[config.mk]
export PLATFORM = sky130hd
export DESIGN_NAME = scsr_front
export DESIGN_NICKNAME = d
export VERILOG_FILES = /design/src/rtl/core/scsr_pkg.sv /design/src/rtl/core/scsr_front.sv
export SDC_FILE = /design/constraint.sdc
export NUM_CORES = 2
export LEC_CHECK = 0
export BUFFER_PORTS_ARGS = -buffer_cell sky130_fd_sc_hd__buf_2
export CORE_MARGIN = 2
export CORE_UTILIZATION = 40
export DETAILED_ROUTE_END_ITERATION = 10
export PLACE_DENSITY_LB_ADDON = 0.05
export SYNTH_ARGS = -nofsm -noshare
export SYNTH_HDL_FRONTEND = slang
export SYNTH_SLANG_ARGS = --single-unit
[constraint.sdc]
create_clock -name clk -period 16.1 [get_ports clk]
set_input_delay 4.025 -clock clk [delete_from_list [all_inputs] [get_ports clk]]
set_output_delay 4.025 -clock clk [all_outputs]
set_load 0.1 [all_outputs]
[src/rtl/core/scsr_pkg.sv]
// types, constants and helpers shared by the stencil row assembler
// no dependencies
`default_nettype none
package scsr_pkg;

  localparam int CFG_W = 11;
  localparam int KW    = 32;
  localparam int COL_W = 30;
  localparam int VAL_W = 36;
  localparam int POS_W = 33;
  localparam int REG_W = 2;

  // configuration register indexes
  localparam logic [REG_W-1:0] REG_SIZE_SLOW = 2'd0;
  localparam logic [REG_W-1:0] REG_SIZE_MID  = 2'd1;
  localparam logic [REG_W-1:0] REG_SIZE_FAST = 2'd2;

  typedef struct packed {
    logic [KW-1:0] kz_here;
    logic [KW-1:0] kz_below;
    logic [KW-1:0] kz_above;
    logic [KW-1:0] ky_here;
    logic [KW-1:0] ky_below;
    logic [KW-1:0] ky_above;
    logic [KW-1:0] kx_here;
    logic [KW-1:0] kx_below;
    logic [KW-1:0] kx_above;
  } in_item_t;

  typedef struct packed {
    logic [COL_W-1:0]        col_index;
    logic signed [VAL_W-1:0] entry_value;
    logic [POS_W-1:0]        entry_position;
    logic                    row_end;
  } out_item_t;

  // neighbour directions in row order
  typedef enum logic [2:0] {
    DIR_ZM, DIR_ZP, DIR_YM, DIR_YP, DIR_XM, DIR_XP, DIR_DONE
  } dir_t;

  // classified cell handed from front to back
  typedef struct packed {
    in_item_t         k;
    logic [5:0]       nbr;
    logic             zbound;
    logic             grid_end;
    logic [COL_W-1:0] self_idx;
    logic [COL_W-1:0] stride_mid;
    logic [COL_W-1:0] stride_slow;
  } task_t;

  typedef enum logic [1:0] {F_IDLE, F_MUL1, F_MUL2, F_PUSH} front_state_t;
  typedef enum logic [2:0] {B_IDLE, B_SCAN, B_LOAD, B_DIV, B_EMIT} back_state_t;

  // column index of a neighbour entry, modulo 2^30
  function automatic logic [COL_W-1:0] col_of(input logic [COL_W-1:0] self_idx,
                                               input logic [COL_W-1:0] s_mid,
                                               input logic [COL_W-1:0] s_slow,
                                               input dir_t d);
    logic [COL_W-1:0] c;
    unique case (d)
      DIR_ZM:  c = self_idx - COL_W'(1);
      DIR_ZP:  c = self_idx + COL_W'(1);
      DIR_YM:  c = self_idx - s_mid;
      DIR_YP:  c = self_idx + s_mid;
      DIR_XM:  c = self_idx - s_slow;
      DIR_XP:  c = self_idx + s_slow;
      default: c = self_idx;
    endcase
    return c;
  endfunction

endpackage
`default_nettype wire

[src/rtl/core/scsr_front.sv]
// front: accepts cells, tracks grid coordinates, classifies neighbours
// and computes the row index; depends on scsr_pkg
`default_nettype none
module scsr_front import scsr_pkg::*; #(
  parameter int MAX_AXIS = 1024
) (
  input  wire logic             clk,
  input  wire logic             rst,
  input  wire logic             push,
  output logic                  full,
  input  wire in_item_t         in_item,
  input  wire logic [CFG_W-1:0] size_slow,
  input  wire logic [CFG_W-1:0] size_mid,
  input  wire logic [CFG_W-1:0] size_fast,
  output logic                  q_push,
  input  wire logic             q_full,
  output task_t                 q_data
);

  localparam int AW = (MAX_AXIS > 2) ? $clog2(MAX_AXIS) : 1;
  localparam int SW = AW + 1;

  front_state_t st, st_next;
  task_t tk;
  logic [AW-1:0] pos_slow, pos_mid, pos_fast;
  logic [AW-1:0] xr, yr, zr;
  logic [SW-1:0] nm_r, nf_r;
  logic [COL_W-1:0] xm;
  logic [SW-1:0] ns, nm, nf;
  logic x_more, y_more, z_more, accept;

  // size clamp: zero acts as one, large values as the axis limit
  function automatic logic [SW-1:0] eff(input logic [CFG_W-1:0] v);
    logic [SW-1:0] r;
    if (v == '0) r = SW'(1);
    else if (int'(v) > MAX_AXIS) r = SW'(MAX_AXIS);
    else r = SW'(v);
    return r;
  endfunction

  assign ns = eff(size_slow);
  assign nm = eff(size_mid);
  assign nf = eff(size_fast);

  // neighbour presence on the far side of each axis
  assign z_more = (SW'(pos_fast) + SW'(1)) < nf;
  assign y_more = (SW'(pos_mid) + SW'(1)) < nm;
  assign x_more = (SW'(pos_slow) + SW'(1)) < ns;

  // next state
  always_comb begin
    st_next = st;
    unique case (st)
      F_IDLE: if (push) st_next = F_MUL1;
      F_MUL1: st_next = F_MUL2;
      F_MUL2: st_next = F_PUSH;
      F_PUSH: if (!q_full) st_next = F_IDLE;
      default: st_next = F_IDLE;
    endcase
  end

  // outputs
  always_comb begin
    full   = (st != F_IDLE);
    accept = (st == F_IDLE) && push;
    q_push = (st == F_PUSH) && !q_full;
  end

  assign q_data = tk;

  always_ff @(posedge clk) begin
    if (rst) begin
      st       <= F_IDLE;
      pos_slow <= '0;
      pos_mid  <= '0;
      pos_fast <= '0;
    end else begin
      st <= st_next;
      // coordinate advance in index order
      if (accept) begin
        if (z_more) begin
          pos_fast <= AW'(SW'(pos_fast) + SW'(1));
        end else begin
          pos_fast <= '0;
          if (y_more) begin
            pos_mid <= AW'(SW'(pos_mid) + SW'(1));
          end else begin
            pos_mid <= '0;
            if (x_more) pos_slow <= AW'(SW'(pos_slow) + SW'(1));
            else pos_slow <= '0;
          end
        end
      end
    end
  end

  // classification and row index
  always_ff @(posedge clk) begin
    if (accept) begin
      tk.k        <= in_item;
      tk.nbr      <= {x_more, (pos_slow != '0), y_more, (pos_mid != '0),
                      z_more, (pos_fast != '0)};
      tk.zbound   <= (pos_fast == '0) || (SW'(pos_fast) == nf - SW'(1));
      tk.grid_end <= !z_more && !y_more && !x_more;
      xr <= pos_slow;
      yr <= pos_mid;
      zr <= pos_fast;
      nm_r <= nm;
      nf_r <= nf;
    end
    if (st == F_MUL1) begin
      xm             <= COL_W'(xr) * COL_W'(nm_r) + COL_W'(yr);
      tk.stride_slow <= COL_W'(nm_r) * COL_W'(nf_r);
      tk.stride_mid  <= COL_W'(nf_r);
    end
    if (st == F_MUL2) begin
      tk.self_idx <= xm * COL_W'(nf_r) + COL_W'(zr);
    end
  end

endmodule
`default_nettype wire

[Word-level counts from Yosys, hierarchy flattened]
Index checks and enable logic that the tools add are counted.
Storage, ports and cells
  bits of input ports: 325
  output and inout port bits: 388
  word-level logic and storage cells: 81
  bits in registers: 473
Cells by class
  reductions and logical operators: 21
  add/subtract/negate cells: 6
  order comparisons: 6
  bitwise logic cells: 2
  muxes and demuxes: 12
  $mul: 3
  equal/unequal tests: 6
Operator list (number)
  $mux 11: 6
  $add 10x1->11 const B: 3
  $gt 11x11->1 const B: 3
  $logic_not 11->1: 3
  $lt 11x11->1: 3
  $add 30x10->30: 1
  $mul 30x11->30: 1
  $mux 10: 3
  $reduce_bool 10->1: 3
  $add 21x10->22: 1
  $mul 11x11->22: 1
  $mul 10x11->21: 1
  $eq 10x11->1: 1
  $sub 11x1->11 const B: 1
  $logic_not 10->1: 1
  $pmux 2 s4: 1
  $eq 2x2->1 const B: 2
  $logic_and 1x1->1: 4
  $logic_not 1->1: 4
  $mux 2: 2
  $ne 2x2->1 const B: 2
  $reduce_and 2->1: 2
  $reduce_and 3->1: 1
  $eq 2x1->1 const B: 1
  other kinds (4): 5

[Depth between registers and ports, before layout]
  depth after elaboration: 7
  gate-level depth with buffers: 21
  gate-level depth less buffers: 20

[Worst setup path after synthesis]
No wires, ideal clock.
  path type: input -> register
  start: in push
  end: reg pos_slow[2]
  stages on the path: 7
  setup slack: 2.437 ns
  buffers on the path: 1
  arrival: 13.531 ns
  library setup time: 0.132 ns
  cells stage by stage: nand2_1 -> inv_1 -> o21ai_0 -> a211o_4 -> buf_6 -> o21ai_0 -> a21oi_1
Between the ends
  word-level cells in the longest chain between the ends: 2
RTL lines
  start: declaration: RTL line scsr_front.sv:9  | input wire logic push,
  $logic_and 1x1->1: RTL line scsr_front.sv:65  | accept = (st == F_IDLE) && push;
  via accept: RTL line scsr_front.sv:30  | logic x_more, y_more, z_more, accept;
  $reduce_and 3->1 (no line)
  end signal: assignment: RTL line scsr_front.sv:89  | if (x_more) pos_slow <= AW'(SW'(pos_slow) + SW'(1));
  end: declaration: RTL line scsr_front.sv:25  | logic [AW-1:0] pos_slow, pos_mid, pos_fast;
The timed path passes the listed nets, and every way through them passes these cells.
A chain may end at the register's enable or synchronous reset.

[Worst setup path in the final report]
  start: in q_full
  end: out q_push
Between the ends
  word-level cells in the longest chain between the ends: 2
RTL lines
  start: declaration: RTL line scsr_front.sv:16  | input wire logic q_full,
  $logic_not 1->1: RTL line scsr_front.sv:66  | q_push = (st == F_PUSH) && !q_full;
  $logic_and 1x1->1: RTL line scsr_front.sv:66
  end: declaration: RTL line scsr_front.sv:15  | output logic q_push,
Every way passes these cells.

==> run metrics <==
worst path bufs/invs=2; clock insertion delay at the later pin of the skew report=roughly 0.64 ns; core area=between 80000 and 90000 um2; Ys Warns=0; # resized after CTS=0; synth-to-layout area growth=19.46%; setup bufs post-CTS=0; RSZ-0062 raised after global routing=no; Slew HR=between 20% and 30%; I/O pin count=between 700 and 800; register bit count reported by yosys=approximately 470; drt pass-1 iters=7; DRC=0; Setup Skew=0.01977 ns; vias in the first global route=between 20k and 25k; IO Port Bufs=about 700; crit-path leading delay family=buffers and inverters; FF-to-FF End=xm[20]$_DFFE_PN_; Critical Path RT=~12 ns; HPWL Detailed=roughly 81 mm; critical path depth=3; H-tree Lvls=2; Setup crit start kind=primary input; Cell Area, Synth=approximately 32000 um2; crit end category=output pin; clock-pin slew on the worst setup and hold paths=0.06 ns; Mapped Cells=approximately 2.8k; Initial Utilization=about two fifths; largest net degree at the start of global routing=about 190; Max clock buf depth=3; status=completed; Util after Layout=approximately half; register area share after synthesis=42.25%; CP peak stage delay=approximately 0.43 ns; worst setup path end=q_push; most frequent cells in the layout=buf_2, inv_1, edfxtp_1; Critical Path Most Common Cell=buf_2; # fillers=7471; reg2reg start=nm_r[7]$_DFFE_PP_; number of hold buffers added after cts=0; kind of critical path=primary input to output pin; CTS sink cnt=465; Mean Syn Cell Area=about 12 um2; drt wl/cell=about 23 um; Worst R2R Setup Slack=about 10 ns; Synth area leader=edfxtp_1; fin crit period=between 8 and 9 ns; crit path launch=q_full; GRT Util Overall=~25%; Area after DPL=~37000 um2; final hold vios=0; Final WS setup=about 7.4 ns; layout cell share with drive strength beyond 1=a little under a quarter; ys flop type=edfxtp_1; Detailed Route WL=between 100 and 150 mm; die area=~83000 um2; antenna-violating nets left=0; Remaining Overflow, GRT=0; Yosys top cell area share=between 40% and 50%; Slew Limit Fails=0; slowest cell on the critical path=buf_2; Setup WS pre-CTS=7.422 ns; root buf cell=clkbuf_16; Post-synth EDFFs=~430; Async SR Flop Fraction=0%; Hold Path Class=register to register; Synth area leaders=edfxtp_1, fa_1, ha_1; Arr. time, crit path=around 4.7 ns; commonest non-fill, non-tap cell in the layout=buf_2; total area of sequential cells=between 10000 and 15000 um2; antenna violations before repair=34; total of max-cap violations=0; Setup Total Neg Slack=0 ns; Die Span Y=between 200 and 300 um; fmax=115.2 MHz; worst-path maximum fanout=2; Tightest Pin Transition=1.113 ns; Site Rows=between 100 and 150; total vias in the final route=roughly 23k; DIE WIDTH=just under 300 um; Nets=between 4k and 5k; Final GP Congestion=0.8842; 1st-iter DRT viols=approximately 1.5k; Setup Viol. Count Final=0; Final Instance Area=~39000 um2; CTS tree=yes; area of the multi-input gates=16300 um2; Via density=~5; Worst Reg-to-Reg Cells=17; part of the cycle the worst path needs=a little over half; first-pass GRT wire length=~150 mm; CTS Buf Count=55; Netlist cell types=81; crit-path cells=buf_2, nor2b_1, buf_2
-- flip-flops by register name, summed over array words and instances (netlist names) --
| register | cells |
|---|---|
| pos_mid | 10 |
| pos_fast | 10 |
| q_data | 359 |
| xr | 10 |
| xm | 22 |
| nf_r | 11 |
| yr | 10 |
| pos_slow | 10 |
| st | 2 |
| zr | 10 |
| nm_r | 11 |
-- cell families (layout without fill, tap and decap cells) --
logic type	after synthesis	count (layout)	synth area share [%]
fa+ha+maj	583	583	30.68
xor+xnor	89	89	2.414
other cells	1	33	0.01161
compound gates	244	244	5.006
simple gates	787	787	11.91
buf+inv	620	1298	7.575
flops	465	465	42.25
mux	5	5	0.1589
-- layout make-up --
type | instances | area share, %
inverters | 486 | 4.748
well taps | 1060 | 3.438
flip-flops and latches | 465 | 35.37
clock inverters | 41 | 1.132
diodes | 6 | 0.03892
clock buffers | 63 | 3.646
repair buffers | 708 | 9.367
multi-input cells | 1735 | 42.26
-- cells in the mapped netlist (4+ instances only) --
master,n
nor4_1,10
ha_1,235
o21a_1,11
nand3_1,30
inv_1,482
a21oi_1,86
o21ai_0,50
xnor2_1,43
nor2b_1,9
nand4b_1,5
xor2_1,46
nand3b_1,17
mux2i_1,4
and2_1,192
nor2_1,75
a21o_1,21
nand2_1,359
dfxtp_1,32
o211ai_1,7
nor3_1,28
or3_1,5
o31ai_1,4
nand2b_1,8
a211oi_1,9
nand4_1,10
a31oi_1,4
and3_1,21
o21bai_1,8
or4_1,4
edfxtp_1,433
clkbuf_1,101
fa_1,348
buf_4,27
-- routing by layer --
metal	track usage [%]	share of wire [%]	wire (um)
met5	0	0.20	204
met4	5.712	2.2	2282
met3	5.379	7.2	7468
met2	40.59	48	49170
met1	33.78	43	44060
-- through the flow --
stage / hold WS, ns / instances
2_1_floorplan: 0.4064 / 2820
3_3_place_gp: 0.4411 / 4454
3_5_place_dp: 0.4368 / 4454
4_1_cts: 0.4465 / 4558
5_1_grt: 0.4673 / 4559
6_report: 0.4446 / 4564
-- worst min path at each step --
stage,start,end,cells after the start
after floorplan,pos_fast[2]$_SDFFE_PP0P_,zr[2]$_DFFE_PP_,0
after global placement,nf_r[9]$_DFFE_PP_,q_data[39]$_DFFE_PN_,0
after detailed placement,nf_r[9]$_DFFE_PP_,q_data[39]$_DFFE_PN_,0
after CTS,nf_r[9]$_DFFE_PP_,q_data[39]$_DFFE_PN_,0
after global routing,nf_r[9]$_DFFE_PP_,q_data[39]$_DFFE_PN_,0
final,nf_r[9]$_DFFE_PP_,q_data[39]$_DFFE_PN_,0
-- worst register-to-register path, delay by kind of cell, from the launching register on --
family / cells / cell delay, ns
adder cells (fa/ha/maj): 6 / 2.89
AO/OA/AOI/OAI: 7 / 1.63
flip-flops: 1 / 1.08
AND/OR/NAND/NOR: 1 / 0.22
buffers and inverters: 3 / 0.15
Power is not shown: default switching activity piles up to over one toggle a cycle in this logic, so the estimate is an artifact.
