==> src/rtl/core/scsr_pkg.sv <==
// types, constants and helpers shared by the stencil row assembler
// no dependencies
`default_nettype none
package scsr_pkg;

  localparam int CFG_W = 11;
  localparam int KW    = 32;
  localparam int COL_W = 30;
  localparam int VAL_W = 36;
  localparam int POS_W = 33;
  localparam int REG_W = 2;

  // configuration register indexes
  localparam logic [REG_W-1:0] REG_SIZE_SLOW = 2'd0;
  localparam logic [REG_W-1:0] REG_SIZE_MID  = 2'd1;
  localparam logic [REG_W-1:0] REG_SIZE_FAST = 2'd2;

  typedef struct packed {
    logic [KW-1:0] kz_here;
    logic [KW-1:0] kz_below;
    logic [KW-1:0] kz_above;
    logic [KW-1:0] ky_here;
    logic [KW-1:0] ky_below;
    logic [KW-1:0] ky_above;
    logic [KW-1:0] kx_here;
    logic [KW-1:0] kx_below;
    logic [KW-1:0] kx_above;
  } in_item_t;

  typedef struct packed {
    logic [COL_W-1:0]        col_index;
    logic signed [VAL_W-1:0] entry_value;
    logic [POS_W-1:0]        entry_position;
    logic                    row_end;
  } out_item_t;

  // neighbour directions in row order
  typedef enum logic [2:0] {
    DIR_ZM, DIR_ZP, DIR_YM, DIR_YP, DIR_XM, DIR_XP, DIR_DONE
  } dir_t;

  // classified cell handed from front to back
  typedef struct packed {
    in_item_t         k;
    logic [5:0]       nbr;
    logic             zbound;
    logic             grid_end;
    logic [COL_W-1:0] self_idx;
    logic [COL_W-1:0] stride_mid;
    logic [COL_W-1:0] stride_slow;
  } task_t;

  typedef enum logic [1:0] {F_IDLE, F_MUL1, F_MUL2, F_PUSH} front_state_t;
  typedef enum logic [2:0] {B_IDLE, B_SCAN, B_LOAD, B_DIV, B_EMIT} back_state_t;

  // column index of a neighbour entry, modulo 2^30
  function automatic logic [COL_W-1:0] col_of(input logic [COL_W-1:0] self_idx,
                                               input logic [COL_W-1:0] s_mid,
                                               input logic [COL_W-1:0] s_slow,
                                               input dir_t d);
    logic [COL_W-1:0] c;
    unique case (d)
      DIR_ZM:  c = self_idx - COL_W'(1);
      DIR_ZP:  c = self_idx + COL_W'(1);
      DIR_YM:  c = self_idx - s_mid;
      DIR_YP:  c = self_idx + s_mid;
      DIR_XM:  c = self_idx - s_slow;
      DIR_XP:  c = self_idx + s_slow;
      default: c = self_idx;
    endcase
    return c;
  endfunction

endpackage
`default_nettype wire

==> src/rtl/core/scsr_queue.sv <==
// two-entry queue of classified cells between front and back
// depends on scsr_pkg
`default_nettype none
module scsr_queue import scsr_pkg::*; (
  input  wire logic  clk,
  input  wire logic  rst,
  input  wire logic  q_push,
  input  wire task_t q_wdata,
  output logic       q_full,
  input  wire logic  q_pop,
  output logic       q_empty,
  output task_t      q_rdata
);

  task_t mem [2];
  logic wp, rp;
  logic [1:0] cnt;

  assign q_full  = (cnt == 2'd2);
  assign q_empty = (cnt == 2'd0);
  assign q_rdata = mem[rp];

  // pointers and fill count
  always_ff @(posedge clk) begin
    if (rst) begin
      wp  <= 1'b0;
      rp  <= 1'b0;
      cnt <= '0;
    end else begin
      if (q_push) wp <= ~wp;
      if (q_pop) rp <= ~rp;
      case ({q_push, q_pop})
        2'b10:   cnt <= cnt + 2'd1;
        2'b01:   cnt <= cnt - 2'd1;
        default: cnt <= cnt;
      endcase
    end
  end

  // storage
  always_ff @(posedge clk) begin
    if (q_push) mem[wp] <= q_wdata;
  end

endmodule
`default_nettype wire

==> config.mk <==
export PLATFORM = sky130hd
export DESIGN_NAME = scsr_queue
export DESIGN_NICKNAME = d
export VERILOG_FILES = /design/src/rtl/core/scsr_pkg.sv /design/src/rtl/core/scsr_queue.sv
export SDC_FILE = /design/constraint.sdc
export NUM_CORES = 1
export LEC_CHECK = 0
export BUFFER_PORTS_ARGS = -buffer_cell sky130_fd_sc_hd__buf_2
export CAP_MARGIN = 20
export CORE_AREA = 4 4 304 306
export CTS_CLUSTER_SIZE = 20
export DETAILED_ROUTE_END_ITERATION = 16
export DIE_AREA = 0 0 308 310
export PLACE_DENSITY = 0.52
export REMOVE_ABC_BUFFERS = 1
export SLEW_MARGIN = 20
export SYNTH_ARGS = -nofsm -noshare
export SYNTH_HDL_FRONTEND = slang
export SYNTH_SLANG_ARGS = --single-unit
==> constraint.sdc <==
create_clock -name clk -period 23 [get_ports clk]
set_clock_uncertainty 0.1 [all_clocks]
set_input_delay 3.45 -clock clk [delete_from_list [all_inputs] [get_ports clk]]
set_output_delay 3.45 -clock clk [all_outputs]
set_load 0.1 [all_outputs]
* Word level (Yosys, flattened, before mapping)
Memory sizes are Yosys's and may differ from the RTL's. A register that Yosys moved wholly into a read port is not among the register bits.
Cells that the tools add are included.
** Word-level totals
- Bits in registers :: 4
- Word-level logic and storage cells :: 18
- Memories :: 1
- Memory bits (writable) :: 772
- Input bits :: 390
** Memory list
- mem :: depth 2, bits a word 386, rd ports 1, clocked after memory_dff 1, write ports 1, line scsr_queue.sv:15 : task_t mem [2];
** Cells by class
- Bitwise logic cells :: 2
- $add $sub $neg :: 2
- Muxes and demuxes :: 5
- Reduce and logical (&&, ||, !) cells :: 2
- Equality and inequality tests :: 3
** Operators with widths (number)
- equality test 2 bit (second input constant) :: 2
- two-way mux 1 bit :: 4
- case mux 2 bit (2 select lines) :: 1
- adder 2 x 1 -> 2 bit (second input constant) :: 1
- equality test 2 x 1 -> 1 bit (second input constant) :: 1
- logical NOT 2 bit :: 1
- NOT 1 bit :: 2
- nonzero test 2 bit :: 1
- subtractor 2 x 1 -> 2 bit (second input constant) :: 1

* Logic depth before layout (Yosys ltp)
Gate-level depths: netlist (run 1).
- Word-level depth :: 3
- Gate-level depth with buffers :: 5

* Worst setup path after synthesis (run 1)
Ideal clock, no wire load.
- Path kind :: in2reg
- Start point :: input q_push
- End point :: memory mem[0][0] (netlist bit) (enable)
- Data arrival time :: 19.658 ns
- Cell stages on the path :: 2
- Path buffers :: 0
- Path slack :: 2.088 ns
- Path through :: inv_1 -> nor2_1
** Between the ends
- Cells in the longest elaborated chain, start to end :: 2
** RTL lines
- start: declaration :: line scsr_queue.sv:7 : input wire logic q_push,
- two-way mux 1 bit :: line scsr_queue.sv:42 : if (q_push) mem[wp] <= q_wdata;
- two-way mux 1 bit (not written as such) :: line scsr_queue.sv:42
- end: declaration :: line scsr_queue.sv:15
Every way passes these cells.

==> summary.txt, run 1 <==
Initial Util - 0.315
Clk_lat worst skew - 630 ps
DR DRC count - 0
Leading area contributor after synthesis - edfxtp_1
Finished layout cell area - 36100 um2
Antenna viol nets, final - 0
Arr. time, crit path - 4900 ps
Startpoint types - register
Mux share of post-synthesis cell area - 0.154
Top-count cell post-synth - edfxtp_1
Multi-input combinational cell area - 4460 um2
Worst r2r src - wp
Worst hold margin - 413 ps
Yosys cell types - 15
Synth top area share - 0.822
Die outline width - 308 um
Detailed-router iteration count before antenna repair - 4
H-tree depth - 3
CP max FO - 78
Routed vias - 14700
Number of gates resized after CTS - 0
Asr flop ratio synth - 0
Max-cap violations - 0
Die height - 310 um
Min Tclk post-route - 8450 ps
Gate Count Post-Synth - 1223
Worst slew pin tran - 1090 ps
CTS tree - built
Peak VDD IR - 0.0845 mV
Crit share post-route - 0.367
Number of buffers created by CTS - 85
Reg-to-Reg End - mem[1][31]
Share of cells above drive strength 1 - 0.610
Synthesized cell area - 28200 um2
Core footprint - 89600 um2
Lkg Pwr - 13.3 nW
All-Layer GR Usage - 0.140
Synth Area in Simple Gates - 0.00146
RSZ-0062 raised after global routing - false
CP endpoint kind - output port
Primary FF master, synth - edfxtp_1
# setup viols final - 0
Post-Synth XOR/XNOR Area - 0.00124
Pins Over Slew Limit - 0
Post-CTS setup buffer count - 0
R2r setup slk - 19130 ps
Post-synthesis sequential element count - 777
Slew margin rel. - 0.274
R2R depth - 4
Status - finished, final reports clean
Vias/cell - 4.42
Setup TNS - 0 ps
Tightest Hold Check Type - reg -> reg
Synth cell count leaders - 772 x edfxtp_1, 386 x mux2_2, 39 x buf_6
CTS clk-pin slew, worst paths - 60 ps
GPL Wtd Cong - 0.803
WL/cell - 21.3 um
Final wirelength - 70.8 mm
PwrDens - 107 nW/um2
FF/Latch Area - 23300 um2
Largest net degree at the start of global routing - 156
Post-synth EDFFs - 772
Sinks on Clock Net - 777
Hpwl dp - 50.7 mm
WS Path Type - reg -> out
Buffers added on ports - 777
Post-synthesis compound-gate area fraction - 0.000355
Fmax - 118 MHz
Io pins - 778
Worst Hold Launch - rp
Initial antenna violation count - 29
Nets@finish - 2452
Area delta synth->final - 28.0%
Root buffer cell - clkbuf_16
Remaining Overflow, GRT - 0
Initial detailed-routing violation count - 619
# hold bufs at CTS - 0
Syn Area/Cell - 23.1 um2
Top cells by area, synth - edfxtp_1 82%, mux2_2 15%, buf_6 1.6%
Sequential area share after synthesis - 0.826
Fillers - 8195
Final hold violation count - 0
Largest family of logic cells by synthesized area - multiplexers
Synth Area in Adders - 0.000444
Max Root-Sink Buffers - 3
Cell row count - 110
YS warnings - 0
Cell Area, Placed - 33300 um2
Vias in the first global route - 16000
Die Area - 95500 um2
Worst setup endpoint - q_rdata[368]
CP required - 19450 ps
First-pass GRT wire length - 99.3 mm
## report_power, final
part	switching [W]	internal, W	leakage (nW)	total (W)
registers	0.0000247	0.00166	7.29	0.00168
logic	0.000706	0.000151	4.64	0.000857
clock network	0.000526	0.000810	1.34	0.00134
total	0.00126	0.00262	13.3	0.00387
## logic make-up after synthesis
family	Yosys count
AO/OA/AOI/OAI	2
adder cells (fa/ha/maj)	1
multiplexers	386
buffers and inverters	44
XOR/XNOR	4
AND/OR/NAND/NOR	9
flip-flops	777
## critical path, stage by stage (launching register included)
cell	delay, ps
dfxtp_4	910
buf_4	790
buf_4	800
buf_4	830
mux2_2	310
buf_2	430
## registers in the layout (all words and copies together), names as in the netlist, named ones only
| signal | cells |
|---|---|
| wp | 1 |
| rp | 1 |
| cnt | 2 |
| mem | 772 |
## final cells by class
| cell class | instances | share of cell area |
|---|---|---|
| Sequential cell | 777 | 0.645 |
| Multi-Input combinational cell | 402 | 0.123 |
| Timing Repair Buffer | 794 | 0.112 |
| Clock buffer | 112 | 0.0643 |
| Tap cell | 1176 | 0.0408 |
| Clock inverter | 42 | 0.0125 |
| Antenna cell | 19 | 0.00132 |
| Inverter | 1 | 0.000104 |
## worst min path at each step
stage / to / cells after the start
final: register / 2
after global routing: cnt[1] / 2
after CTS: cnt[1] / 2
after detailed placement: register / 2
after global placement: cnt[1] / 2
after floorplan: cnt[1] / 2
## layout by cell type (no fill, tap or decap), drive strengths merged
cell | netlist | final
nor2 | 6 | 6
buf | 43 | 794
or3 | 1 | 1
xor2 | 1 | 1
mux2 | 386 | 386
a21oi | 1 | 1
dfxtp | 5 | 5
nor2b | 1 | 1
clkinv | 0 | 25
diode | 0 | 19
inv | 1 | 5
ha | 1 | 1
xnor2 | 3 | 3
and2 | 1 | 1
clkinvlp | 0 | 4
clkbuf | 0 | 112
edfxtp | 772 | 772
bufinv | 0 | 9
o21ai | 1 | 1
## routing by layer
layer / vias up / part of all wire / wire length [um] / GRT usage
met4: 18 / 0.034 / 2380 / 0.0558
met3: 137 / 0.088 / 6240 / 0.0569
met2: 564 / 0.55 / 38800 / 0.262
li1: 6627 / - / - / -
met1: 7329 / 0.33 / 23300 / 0.137
met5: - / 0.0019 / 138 / 0
## per-stage QoR
step | utilization | total power [W] | setup slack, ps | cells
6_report | 0.403 | 0.00387 | 14550 | 3323
2_1_floorplan | - | 0.00247 | 2090 | 1180
5_1_grt | 0.403 | 0.00401 | 14190 | 3315
3_5_place_dp | 0.371 | 0.00258 | 15130 | 3150
3_3_place_gp | 0.371 | 0.00257 | 15140 | 3148
4_1_cts | 0.402 | 0.00393 | 14410 | 3304
Note: power is estimated with default switching activity, not from simulation.
==> run 2: changes to the inputs <==
--- a/config.mk
+++ b/config.mk
@@ -11,7 +11,7 @@
 export CTS_CLUSTER_SIZE = 20
 export DETAILED_ROUTE_END_ITERATION = 16
 export DIE_AREA = 0 0 308 310
-export PLACE_DENSITY = 0.52
+export PLACE_DENSITY = 0.53
 export REMOVE_ABC_BUFFERS = 1
 export SLEW_MARGIN = 20
 export SYNTH_ARGS = -nofsm -noshare
==> constraint.sdc (replaced) <==
create_clock -name clk -period 6.76 [get_ports clk]
set_clock_uncertainty 0.1 [all_clocks]
set_input_delay 1.014 -clock clk [delete_from_list [all_inputs] [get_ports clk]]
set_output_delay 1.014 -clock clk [all_outputs]
set_load 0.1 [all_outputs]
==> summary.txt, run 2 (synthesized netlist as in run 1, its figures left out) <==
Status - finished, final reports clean
Tightest Hold Check Type - reg -> reg
Sinks on Clock Net - 777 (unchanged)
Io pins - 778 (unchanged)
Final wirelength - 71.2 mm (+0.52%)
Multi-input combinational cell area - 4460 um2 (unchanged)
Commonest non-fill, non-tap cell in the layout - buf_2
Dpl cells - 3148 (-0.063%)
Initial Util - 0.315 (unchanged)
CP endpoint kind - output port
Peak VDD IR - 0.287 mV (+240%)
CP max FO - 133 (+71%)
RSZ-0062 raised after global routing - false
Min Tclk post-route - 4190 ps
All-Layer GR Usage - 0.140 (+0.000508)
Non-Filler Instances - 3326 (+0.090%)
Cell row count - 110 (unchanged)
Number of buffers created by CTS - 84 (-1.2%)
Max-cap violations - 0 (unchanged)
# hold bufs at CTS - 0 (unchanged)
Crit share post-route - 0.620
Share of cells above drive strength 1 - 0.609 (-0.00110)
CP required - 5650 ps (-13800 ps)
Regs by FF count - mem x772, cnt x2
Max FFs per register - 772 (unchanged)
Hpwl dp - 50.1 mm (-1.1%)
Largest Register - mem
Antenna viol nets, final - 0 (unchanged)
Fmax - 239 MHz
Post-CTS setup buffer count - 0 (unchanged)
Slew margin rel. - 0.257 (-0.0173)
CTS tree - built
Startpoint types - register
Commonest non-fill, non-tap cells in the layout - 777 x buf_2, 772 x edfxtp_1, 386 x mux2_2
Buffers added on ports - 777 (unchanged)
Pins Over Slew Limit - 0 (unchanged)
Root buffer cell - clkbuf_16
Setup TNS - 0 ps (unchanged)
GPL Wtd Cong - 0.812 (+1.2%)
DR DRC count - 0 (unchanged)
Nets@finish - 2449 (-0.12%)
Die Area - 95500 um2 (unchanged)
Total Power - 0.0130 W (+240%)
# setup viols final - 0 (unchanged)
Fillers - 8188 (-0.085%)
Finished layout cell area - 36000 um2 (-0.23%)
Die height - 310 um (unchanged)
Lkg Pwr - 13.2 nW (-0.38%)
PwrDens - 362 nW/um2 (+240%)
WL/cell - 21.4 um (+0.43%)
Remaining Overflow, GRT - 0 (unchanged)
Worst slew pin tran - 1110 ps (+26.0 ps)
Area delta synth->final - 27.7%
Detailed-router iteration count before antenna repair - 4 (unchanged)
Max Root-Sink Buffers - 3 (unchanged)
Clk_lat worst skew - 610 ps (-20 ps)
FF/Latch Area - 23300 um2 (unchanged)
Final hold violation count - 0 (unchanged)
Routed vias - 14700 (-0.034%)
Initial antenna violation count - 38 (+31%)
Number of gates resized after CTS - 0 (unchanged)
Die outline width - 308 um (unchanged)
H-tree depth - 3 (unchanged)
Arr. time, crit path - 3080 ps (-1820 ps)
Initial detailed-routing violation count - 803 (+30%)
First-pass GRT wire length - 99.2 mm (-0.13%)
Vias/cell - 4.41 (-0.12%)
WS Path Type - reg -> out
Vias in the first global route - 15700 (-1.8%)
Cell Area, Placed - 33300 um2 (about the same)
CTS clk-pin slew, worst paths - 60 ps (about the same)
Largest net degree at the start of global routing - 159 (+1.9%)
Core footprint - 89600 um2 (unchanged)
[run 2: cell types whose count changed in the layout (fill, tap and decap cells not counted)]
| cell | previous run | this run |
|---|---|---|
| bufinv_16 | 9 | 7 |
| inv_6 | 4 | 2 |
| clkinv_1 | 17 | 18 |
| clkinvlp_4 | 4 | 2 |
| buf_16 | 1 | 0 |
| clkbuf_1 | 21 | 20 |
| clkinv_8 | 1 | 3 |
| buf_8 | 1 | 0 |
| clkinv_2 | 7 | 12 |
| clkbuf_8 | 3 | 0 |
| buf_12 | 1 | 6 |
| buf_4 | 14 | 9 |
| clkbuf_16 | 88 | 86 |
| diode_2 | 19 | 28 |
[run 2: final timing paths]
path | startpoint | endpoint | slack, ps | cells past startpoint
hold / removal | rp | register | 420 | 2
setup reg to reg | wp | mem[1][173] | 4160 | 3
setup / recovery | register | q_rdata[218] | 2570 | 3
hold reg to reg | rp | register | 420 | 2
[run 2: routing by layer]
layer | GRT usage | wire (um) | vias to the layer above
li1 | - | - | 6626
met5 | 0 | 127 | -
met1 | 0.139 | 24000 | 7354
met3 | 0.0570 | 6500 | 140
met2 | 0.257 | 38200 | 526
met4 | 0.0637 | 2380 | 24
[run 2: area by class of cell]
type,instances,area share
Antenna cell,28,0.00195
Multi-Input combinational cell,402,0.124
Clock buffer,106,0.0618
Sequential cell,777,0.647
Clock inverter,44,0.0116
Timing Repair Buffer,792,0.113
Tap cell,1176,0.0409
Inverter,1,0.000104
[run 2: per-stage QoR]
| step | setup WS [ps] | util | hold WS [ps] |
|---|---|---|---|
| 2_1_floorplan | -11720 | - | 361 |
| 3_3_place_gp | 3180 | 0.372 | 386 |
| 3_5_place_dp | 3170 | 0.372 | 404 |
| 4_1_cts | 2470 | 0.401 | 411 |
| 5_1_grt | 2400 | 0.402 | 418 |
| 6_report | 2570 | 0.402 | 417 |
[run 2: worst max-delay path: stages (launching register included)]
cell     delay, ps
dfxtp_4        860
buf_12         460
mux2_2         340
buf_2          440
[run 2: report_power, final]
| part | internal, W | total, W | leakage (nW) | switching, W |
|---|---|---|---|---|
| logic | 0.000516 | 0.00293 | 4.64 | 0.00241 |
| registers | 0.00564 | 0.00571 | 7.29 | 0.0000761 |
| clock network | 0.00260 | 0.00439 | 1.29 | 0.00179 |
