`src/rtl/core/scsr_pkg.sv`:
```
// types, constants and helpers shared by the stencil row assembler
// no dependencies
`default_nettype none
package scsr_pkg;

  localparam int CFG_W = 11;
  localparam int KW    = 32;
  localparam int COL_W = 30;
  localparam int VAL_W = 36;
  localparam int POS_W = 33;
  localparam int REG_W = 2;

  // configuration register indexes
  localparam logic [REG_W-1:0] REG_SIZE_SLOW = 2'd0;
  localparam logic [REG_W-1:0] REG_SIZE_MID  = 2'd1;
  localparam logic [REG_W-1:0] REG_SIZE_FAST = 2'd2;

  typedef struct packed {
    logic [KW-1:0] kz_here;
    logic [KW-1:0] kz_below;
    logic [KW-1:0] kz_above;
    logic [KW-1:0] ky_here;
    logic [KW-1:0] ky_below;
    logic [KW-1:0] ky_above;
    logic [KW-1:0] kx_here;
    logic [KW-1:0] kx_below;
    logic [KW-1:0] kx_above;
  } in_item_t;

  typedef struct packed {
    logic [COL_W-1:0]        col_index;
    logic signed [VAL_W-1:0] entry_value;
    logic [POS_W-1:0]        entry_position;
    logic                    row_end;
  } out_item_t;

  // neighbour directions in row order
  typedef enum logic [2:0] {
    DIR_ZM, DIR_ZP, DIR_YM, DIR_YP, DIR_XM, DIR_XP, DIR_DONE
  } dir_t;

  // classified cell handed from front to back
  typedef struct packed {
    in_item_t         k;
    logic [5:0]       nbr;
    logic             zbound;
    logic             grid_end;
    logic [COL_W-1:0] self_idx;
    logic [COL_W-1:0] stride_mid;
    logic [COL_W-1:0] stride_slow;
  } task_t;

  typedef enum logic [1:0] {F_IDLE, F_MUL1, F_MUL2, F_PUSH} front_state_t;
  typedef enum logic [2:0] {B_IDLE, B_SCAN, B_LOAD, B_DIV, B_EMIT} back_state_t;

  // column index of a neighbour entry, modulo 2^30
  function automatic logic [COL_W-1:0] col_of(input logic [COL_W-1:0] self_idx,
                                               input logic [COL_W-1:0] s_mid,
                                               input logic [COL_W-1:0] s_slow,
                                               input dir_t d);
    logic [COL_W-1:0] c;
    unique case (d)
      DIR_ZM:  c = self_idx - COL_W'(1);
      DIR_ZP:  c = self_idx + COL_W'(1);
      DIR_YM:  c = self_idx - s_mid;
      DIR_YP:  c = self_idx + s_mid;
      DIR_XM:  c = self_idx - s_slow;
      DIR_XP:  c = self_idx + s_slow;
      default: c = self_idx;
    endcase
    return c;
  endfunction

endpackage
`default_nettype wire

```
`src/rtl/core/scsr_back.sv`:
```
// back: harmonic means through a shared bit-serial divider, diagonal sum,
// and entry emission with running positions; depends on scsr_pkg
`default_nettype none
module scsr_back import scsr_pkg::*; (
  input  wire logic  clk,
  input  wire logic  rst,
  input  wire logic  q_empty,
  input  wire task_t q_rdata,
  output logic       q_pop,
  output logic       empty,
  input  wire logic  pop,
  output out_item_t  out_item
);

  back_state_t st, st_next;
  task_t tk;
  dir_t dir;
  logic [2:0] n, e, e_m1;
  logic [4:0] bcnt;
  logic [2*KW-1:0] p;
  logic [KW:0] s, rem, rem_n;
  logic [KW-1:0] qd, qd_n, mean_n;
  logic [KW:0] t_hi;
  logic [KW+1:0] t;
  logic ge;
  logic [VAL_W-1:0] diag;
  logic [KW-1:0] meanq [6];
  dir_t dirq [6];
  logic [POS_W-1:0] entries;
  logic ov, load, present;
  logic [KW-1:0] a_op, b_op;

  // operand pair for the current direction
  always_comb begin
    case (dir)
      DIR_ZM:  begin a_op = tk.k.kz_here; b_op = tk.k.kz_below; end
      DIR_ZP:  begin a_op = tk.k.kz_here; b_op = tk.k.kz_above; end
      DIR_YM:  begin a_op = tk.k.ky_here; b_op = tk.k.ky_below; end
      DIR_YP:  begin a_op = tk.k.ky_here; b_op = tk.k.ky_above; end
      DIR_XM:  begin a_op = tk.k.kx_here; b_op = tk.k.kx_below; end
      DIR_XP:  begin a_op = tk.k.kx_here; b_op = tk.k.kx_above; end
      default: begin a_op = '0; b_op = '0; end
    endcase
  end

  assign present = (dir != DIR_DONE) && tk.nbr[dir];

  // one restoring step of floor(2ab/(a+b))
  always_comb begin
    t_hi   = rem;
    t      = {t_hi, qd[KW-1]};
    ge     = t >= {1'b0, s};
    rem_n  = ge ? (KW+1)'(t - {1'b0, s}) : t[KW:0];
    qd_n   = {qd[KW-2:0], ge};
    mean_n = (s == '0) ? '0 : qd_n;
  end

  // next state
  always_comb begin
    st_next = st;
    unique case (st)
      B_IDLE: if (!q_empty) st_next = B_SCAN;
      B_SCAN: begin
        if (dir == DIR_DONE) st_next = B_EMIT;
        else if (present) st_next = B_LOAD;
      end
      B_LOAD: st_next = B_DIV;
      B_DIV:  if (bcnt == 5'd31) st_next = B_SCAN;
      B_EMIT: if (load && e == n) st_next = B_IDLE;
      default: st_next = B_IDLE;
    endcase
  end

  // outputs
  always_comb begin
    q_pop = (st == B_IDLE) && !q_empty;
    load  = (st == B_EMIT) && (!ov || pop);
    empty = !ov;
  end

  assign e_m1 = e - 3'd1;

  always_ff @(posedge clk) begin
    if (rst) begin
      st      <= B_IDLE;
      ov      <= 1'b0;
      entries <= '0;
    end else begin
      st <= st_next;
      if (load) ov <= 1'b1;
      else if (pop) ov <= 1'b0;
      // running position, cleared at the end of the grid
      if (load && e == n) begin
        if (tk.grid_end) entries <= '0;
        else entries <= entries + POS_W'(n) + POS_W'(1);
      end
    end
  end

  // datapath
  always_ff @(posedge clk) begin
    case (st)
      B_IDLE: begin
        tk   <= q_rdata;
        dir  <= DIR_ZM;
        n    <= '0;
        e    <= '0;
        diag <= q_rdata.zbound ? VAL_W'({q_rdata.k.kz_here, 1'b0}) : '0;
      end
      B_SCAN: begin
        p <= (2*KW)'(a_op) * (2*KW)'(b_op);
        s <= {1'b0, a_op} + {1'b0, b_op};
        if (!present && dir != DIR_DONE) dir <= dir_t'(dir + 3'd1);
      end
      B_LOAD: begin
        rem  <= p[2*KW-1:KW-1];
        qd   <= {p[KW-2:0], 1'b0};
        bcnt <= '0;
      end
      B_DIV: begin
        rem  <= rem_n;
        qd   <= qd_n;
        bcnt <= bcnt + 5'd1;
        if (bcnt == 5'd31) begin
          meanq[n] <= mean_n;
          dirq[n]  <= dir;
          diag     <= diag + VAL_W'(mean_n);
          n        <= n + 3'd1;
          dir      <= dir_t'(dir + 3'd1);
        end
      end
      B_EMIT: begin
        if (load) e <= e + 3'd1;
      end
      default: ;
    endcase
  end

  // result register
  always_ff @(posedge clk) begin
    if (load) begin
      out_item.entry_position <= entries + POS_W'(e);
      out_item.row_end        <= (e == n);
      if (e == '0) begin
        out_item.col_index   <= tk.self_idx;
        out_item.entry_value <= diag;
      end else begin
        out_item.col_index   <= col_of(tk.self_idx, tk.stride_mid, tk.stride_slow,
                                       dirq[e_m1]);
        out_item.entry_value <= '0 - VAL_W'(meanq[e_m1]);
      end
    end
  end

endmodule
`default_nettype wire

```
`config.mk`:
```
export PLATFORM = sky130hd
export DESIGN_NAME = scsr_back
export DESIGN_NICKNAME = d
export VERILOG_FILES = /design/src/rtl/core/scsr_pkg.sv /design/src/rtl/core/scsr_back.sv
export SDC_FILE = /design/constraint.sdc
export NUM_CORES = 2
export LEC_CHECK = 0
export BUFFER_PORTS_ARGS = -buffer_cell sky130_fd_sc_hd__buf_2
export CAP_MARGIN = 15
export CELL_PAD_IN_SITES_DETAIL_PLACEMENT = 1
export CELL_PAD_IN_SITES_GLOBAL_PLACEMENT = 1
export CORE_MARGIN = 4
export CORE_UTILIZATION = 45
export CTS_CLUSTER_DIAMETER = 200
export DETAILED_ROUTE_END_ITERATION = 8
export PLACE_DENSITY_LB_ADDON = 0.1
export SETUP_SLACK_MARGIN = 0.1
export SLEW_MARGIN = 5
export SYNTH_ARGS = -nofsm -noshare
export SYNTH_HDL_FRONTEND = slang
export SYNTH_SLANG_ARGS = --single-unit
export TNS_END_PERCENT = 5
```
`constraint.sdc`:
```
create_clock -name clk -period 26.7 [get_ports clk]
set_input_delay 6.675 -clock clk [delete_from_list [all_inputs] [get_ports clk]]
set_output_delay 6.675 -clock clk [all_outputs]
set_load 0.03 [all_outputs]
```
* Word level (Yosys, flattened, before mapping)
Memory sizes are Yosys's and may differ from the RTL's. Cells that the tools add are included.
Word-level totals: register bits after elaboration 734, memory bits (writable) 210, input port bits 390, output and inout bits 102, word-level logic and storage cells 136, memories kept 2
Operators by class: $add $sub $neg 18, multipliers 1, magnitude comparators 2, equality and inequality tests 24, multiplexer cells 33, reduce and logical (&&, ||, !) cells 26
Memory list:
- meanq | words 6, bits a word 32, read ports 1, clocked after Yosys merged registers in 0, write ports 1, RTL line scsr_back.sv:27 | logic [KW-1:0] meanq [6];
- dirq | words 6, bits a word 3, read ports 1, clocked after Yosys merged registers in 0, write ports 1, RTL line scsr_back.sv:28 | dir_t dirq [6];
Operators by type and width (count):
- $pmux 32 s6 | 1
- $pmux 30 s6 | 1
- $mux 33 | 3
- $pmux 32 s3 | 1
- $pmux 36 s2 | 1
- $add 33x3->33 | 2
- $mux 66 | 1
- $pmux 33 s2 | 1
- $mul 32x32->64 | 1
- $pmux 32 s2 | 1
- $add 30x30->30 | 2
- $sub 30x30->30 | 2
- $add 36x32->36 | 1
- $mux 36 | 1
- $ge 34x33->1 | 1
- $add 32x32->33 | 1
- $add 33x1->33 const B | 1
- $logic_not 33->1 | 1
- $sub 1x32->33 const A | 1
- $sub 33x33->33 | 1
- $mux 32 | 1
- $add 30x1->30 const B | 1
- $sub 30x1->30 const B | 1
- $mux 3 | 9
- 27 further kinds | 67

* Logic depth before layout (Yosys ltp)
depth in word-level cells 7, mapped depth 39, gate-level depth less buffers 35

* Worst setup path after synthesis
Ideal clock, no wire load.
path kind register to register, from register st[0], to register e[0] (enable), arrival time 29184 ps, required time 26318 ps, slack -2867 ps, stages on the path, launching flop included 4, clock period less this slack 29567 ps, cell sequence dfxtp_1 > clkbuf_1 > nor3_1 > or2_2
On the way: cells in the longest elaborated chain, start to end 4, elaborated cells on any way between the ends 6
Ends and longest elaborated chain:
- start, declared | RTL line scsr_back.sv:15 | back_state_t st, st_next;
- start signal, assigned | RTL line scsr_back.sv:89 | st <= st_next;
- $eq 3x3->1 | RTL line scsr_back.sv:77, scsr_back.sv:102
- $logic_and 1x1->1 | RTL line scsr_back.sv:77 | load = (st == B_EMIT) && (!ov || pop);
- $ne 2x2->1 (no source line)
- $reduce_and 2->1 (no source line) (*)
- end signal, assigned | RTL line scsr_back.sv:133 | if (load) e <= e + 3'd1;
- end, declared | RTL line scsr_back.sv:18 | logic [2:0] n, e, e_m1;
Every way passes the cells marked *; elsewhere a longest branch is shown, timed or not. A chain may end at the register's enable or synchronous reset.

* Worst setup path in the final report
from input port q_empty, to output port q_pop
On the way: cells in the longest elaborated chain, start to end 2
Ends and longest elaborated chain:
- start, declared | RTL line scsr_back.sv:7 | input wire logic q_empty,
- $logic_not 1->1 | RTL line scsr_back.sv:76 | q_pop = (st == B_IDLE) && !q_empty;
- $logic_and 1x1->1 | RTL line scsr_back.sv:76
- end, declared | RTL line scsr_back.sv:9 | output logic q_pop,
Every way passes these cells.

==> impl.org <==
** Synth
- In this run, synthesis produced a sequential element count of 944.
- Count of distinct cell types in the synthesized netlist :: 100
- Most instantiated flip-flop cell in the synthesis netlist :: sky130_fd_sc_hd__edfxtp_1
- Average cell area after synthesis :: 10.6 sq um
- Cells after Synth :: 7234
- Counting every net in the synthesized netlist gives 8936.
- For this run, asynchronously set or reset flops after synthesis account for 0%.
- Counting flops with a built-in enable in the synthesized netlist gives 907.
- Number of warnings printed during yosys synthesis :: 0
- After synthesis the cells add up to 0.0765 sq mm.
- Summing the sequential cell areas from Yosys gives 36.6% of the chip area.

** Worst hold path
- The tightest min-delay check is of the flip-flop to flip-flop type.
- The worst hold path passes through 2 cells.

** Clock network
- The number of clock buffers added by TritonCTS is 105.
- After clock tree synthesis, the repair step resized 0 gates.
- CTS tree :: done
- The cell sitting at the root of the clock tree is a sky130_fd_sc_hd__clkbuf_16.
- The clock reaches the later pin of the worst-skew pair after 0.75 ns.
- The H-tree generated during clock tree synthesis spans 3 levels.
- Number of hold-repair buffers added at the cts stage :: 0
- Max Buffers Root-to-Sink :: 3
- Setup repair bufs after CTS :: 0
- Clock transition at the register clock pins on the worst setup and hold paths after CTS :: 0.06 ns
- Clk sinks :: 944

** Global route
- Global-route wire length before repair :: 396000 um
- Global routing consumed, over all layers together, 30.3% of the routing resources.
- Entering global routing, the biggest net connects 92 pins.
- The number of global-route vias before repair was 61900.
- Initial antenna violation count :: 49
- Remaining global-route overflow :: 0

** STA
- Measured against its own limit, the worst slew margin works out to 18.9%.
- Tmin final :: 13.88 ns
- Number of endpoints with negative hold slack in the final report :: 0
- Number of max-slew violations in the final report :: 0
- For the final database, setup skew stands at 0.0767 ns.
- Finish-stage setup viols :: 0
- Summed over all failing endpoints, the final setup total negative slack is 0 ns.
- For this run, the top clock speed supported by timing is 72.0 MHz.
- Setup repair after global routing left no endpoint under its margin.
- After layout, the worst path uses 52.0% of the clock period.
- Worst-Margin Slew :: 1.21 ns

** Setup path
- Data arrives at the worst endpoint at 7.21 ns.
- Worst Path Class, Setup :: primary input to primary output
- Cell mode on critical path :: sky130_fd_sc_hd__buf_2
- Grouping stages by cell kind, the critical path spends the most delay in buffers and inverters.
- Largest fanout on the critical path :: 2
- Delay of the slowest critical-path stage :: 0.25 ns
- Endpoint class of the critical path :: primary output
- On the critical path, the stage with the largest delay is an instance of sky130_fd_sc_hd__buf_2.
- WP depth :: 3
- Required arrival time at the worst endpoint :: 20.02 ns
- Kind of launch point of the worst setup path :: primary input
- Traced cell by cell, the critical path runs through buf_2 > nor4_1 > buf_2.
- The critical path contains buffers and inverters numbering 2 combined.
- The number of cells on the worst reg-to-reg path is 31.

** Finish
- After the flow finishes, the layout carries non-filler instances totaling 9970.
- Fraction of layout instances using a drive strength above 1 :: 12.4%
- Area Overhead vs Synth :: 11.4%
- At the end of the flow, the number of nets in the layout was 9333.

** Place
- The congestion estimate from routability-driven global placement came to 0.948.
- Port buffer count :: 491
- Half-perimeter wire length after detailed placement :: 203000 um
- Cell count after placement :: 9740

** Die
- The floorplan step defined a die boundary enclosing 0.177 sq mm.
- In this run the vertical extent of the chip is 420 um.
- For this configuration, the core starts out at a cell density of 45.2%.
- During I/O placement, the number of pins put on the boundary was 492.
- FP Rows :: 151
- Measured along the x axis, the die boundary spans 420 um.
- The core region is 0.169 sq mm.

** Detailed routing
- Total vias in the final route :: 56200
- Total detailed-routing wirelength :: 266000 um
- Initial DRC count :: 4065
- Count of TritonRoute iterations in the first routing pass :: 6
- Ratio of routed vias to standard cells :: 5.64
- Remaining number of nets flagged by the antenna check after routing :: 0
- In the final routed layout, each cell accounts on average for 26.6 um.
- DRC violations left :: 0

** Run status
- The flow ran to the end, and the final reports show no timing, DRC or antenna violations.

** Flow run
- Across the run, the number of max-cap violations was 0.
==> worst register-to-register path: cells and delay by family (launching register included) <==
kind                     cells  cell delay (ns)
flip-flops                   1             0.64
AND/OR/NAND/NOR              6             1.73
buffers and inverters        6             1.71
adder cells (fa/ha/maj)     11             5.38
AO/OA/AOI/OAI                8             2.84
==> cells in the mapped netlist, drive strengths merged, types with 50 or more instances <==
cell type / number / area, sq um
a22oi: 87 / 653
nor3: 51 / 270
xor2: 116 / 1020
nor2: 821 / 3090
nand2: 864 / 3250
inv: 1054 / 3960
mux2i: 67 / 674
nand3: 99 / 495
edfxtp: 907 / 27200
o21ai: 233 / 1170
mux2: 57 / 642
a21o: 104 / 781
xnor2: 171 / 1500
fa: 901 / 18000
a31oi: 52 / 325
clkbuf: 282 / 1080
ha: 411 / 5140
and3: 50 / 313
nor2b: 59 / 369
a21oi: 263 / 1320
buf: 61 / 294
==> placed cells by master, fill, tap and decap left out, drive strengths merged, types with 59 or more instances in the layout <==
| cell type | synthesis | layout |
|---|---|---|
| ha | 411 | 411 |
| a22oi | 87 | 87 |
| mux2i | 67 | 67 |
| clkbuf | 282 | 128 |
| nand3 | 99 | 99 |
| edfxtp | 907 | 907 |
| a21oi | 263 | 263 |
| buf | 61 | 633 |
| nor2 | 821 | 821 |
| xor2 | 116 | 116 |
| nor2b | 59 | 59 |
| inv | 1054 | 1058 |
| fa | 901 | 901 |
| clkinv | 19 | 60 |
| nand2 | 864 | 864 |
| xnor2 | 171 | 171 |
| a21o | 104 | 104 |
| o21ai | 233 | 233 |
==> registers in the layout, indices dropped and copies added (netlist names) <==
register and flops:
p 64, entries 33, ov 1, n 3, diag 36, rem 33
dirq 18, bcnt 5, st 3, s 33, out_item 100, dir 3
tk 385, qd 32, meanq 192, e 3
==> cells by family after synthesis <==
kind of cell	Yosys count	share of synthesized area, %
flops	944	36.6
simple gates	2154	12.0
mux	160	2.78
buf+inv	1416	7.06
xor+xnor	287	3.29
fa+ha+maj	1312	30.3
compound gates	961	7.99
==> routing by layer <==
metal	vias up	share of wire (%)	global-route usage [%]	wire, um
met5	-	0.0034	0	9
met4	2	5.6	15.0	15000
met3	566	4.7	3.65	12400
met2	1676	50	52.0	132000
met1	29300	40	38.0	106000
li1	24600	-	-	-
==> metrics by stage <==
stage | setup slack [ns] | cell area, sq um | hold WS, ns | util, %
after detailed placement | 12.79 | 81600 | 0.511 | 48.2
after floorplan | 9.77 | 76500 | 0.459 | -
after global placement | 12.77 | 81600 | 0.486 | 48.2
after CTS | 12.79 | 85100 | 0.522 | 50.3
final | 12.82 | 85200 | 0.517 | 50.4
after global routing | 12.79 | 85200 | 0.537 | 50.3
==> area by class of cell <==
type                    instances  area (sq um)
inverters                    1073          4030
flip-flops and latches        944         28000
diodes                         34          85.1
clock buffers                 128          2740
well taps                    2218          2780
multi-input cells            4874         43300
clock inverters                66           758
fillers                     18500         84000
repair buffers                633          3560
==> path summary, 6_finish.rpt <==
path,startpoint,to,slack (ns)
max,q_empty,q_pop,12.82
min,ov$_SDFFE_PP0P_,ov$_SDFFE_PP0P_,0.52
max reg2reg,dir[0]$_SDFFCE_PN0P_,p[63]$_DFFE_PN_,14.28
min reg2reg,ov$_SDFFE_PP0P_,ov$_SDFFE_PP0P_,0.52
Power is not shown: default switching activity piles up to over one toggle a cycle in this logic, so the estimate is an artifact.
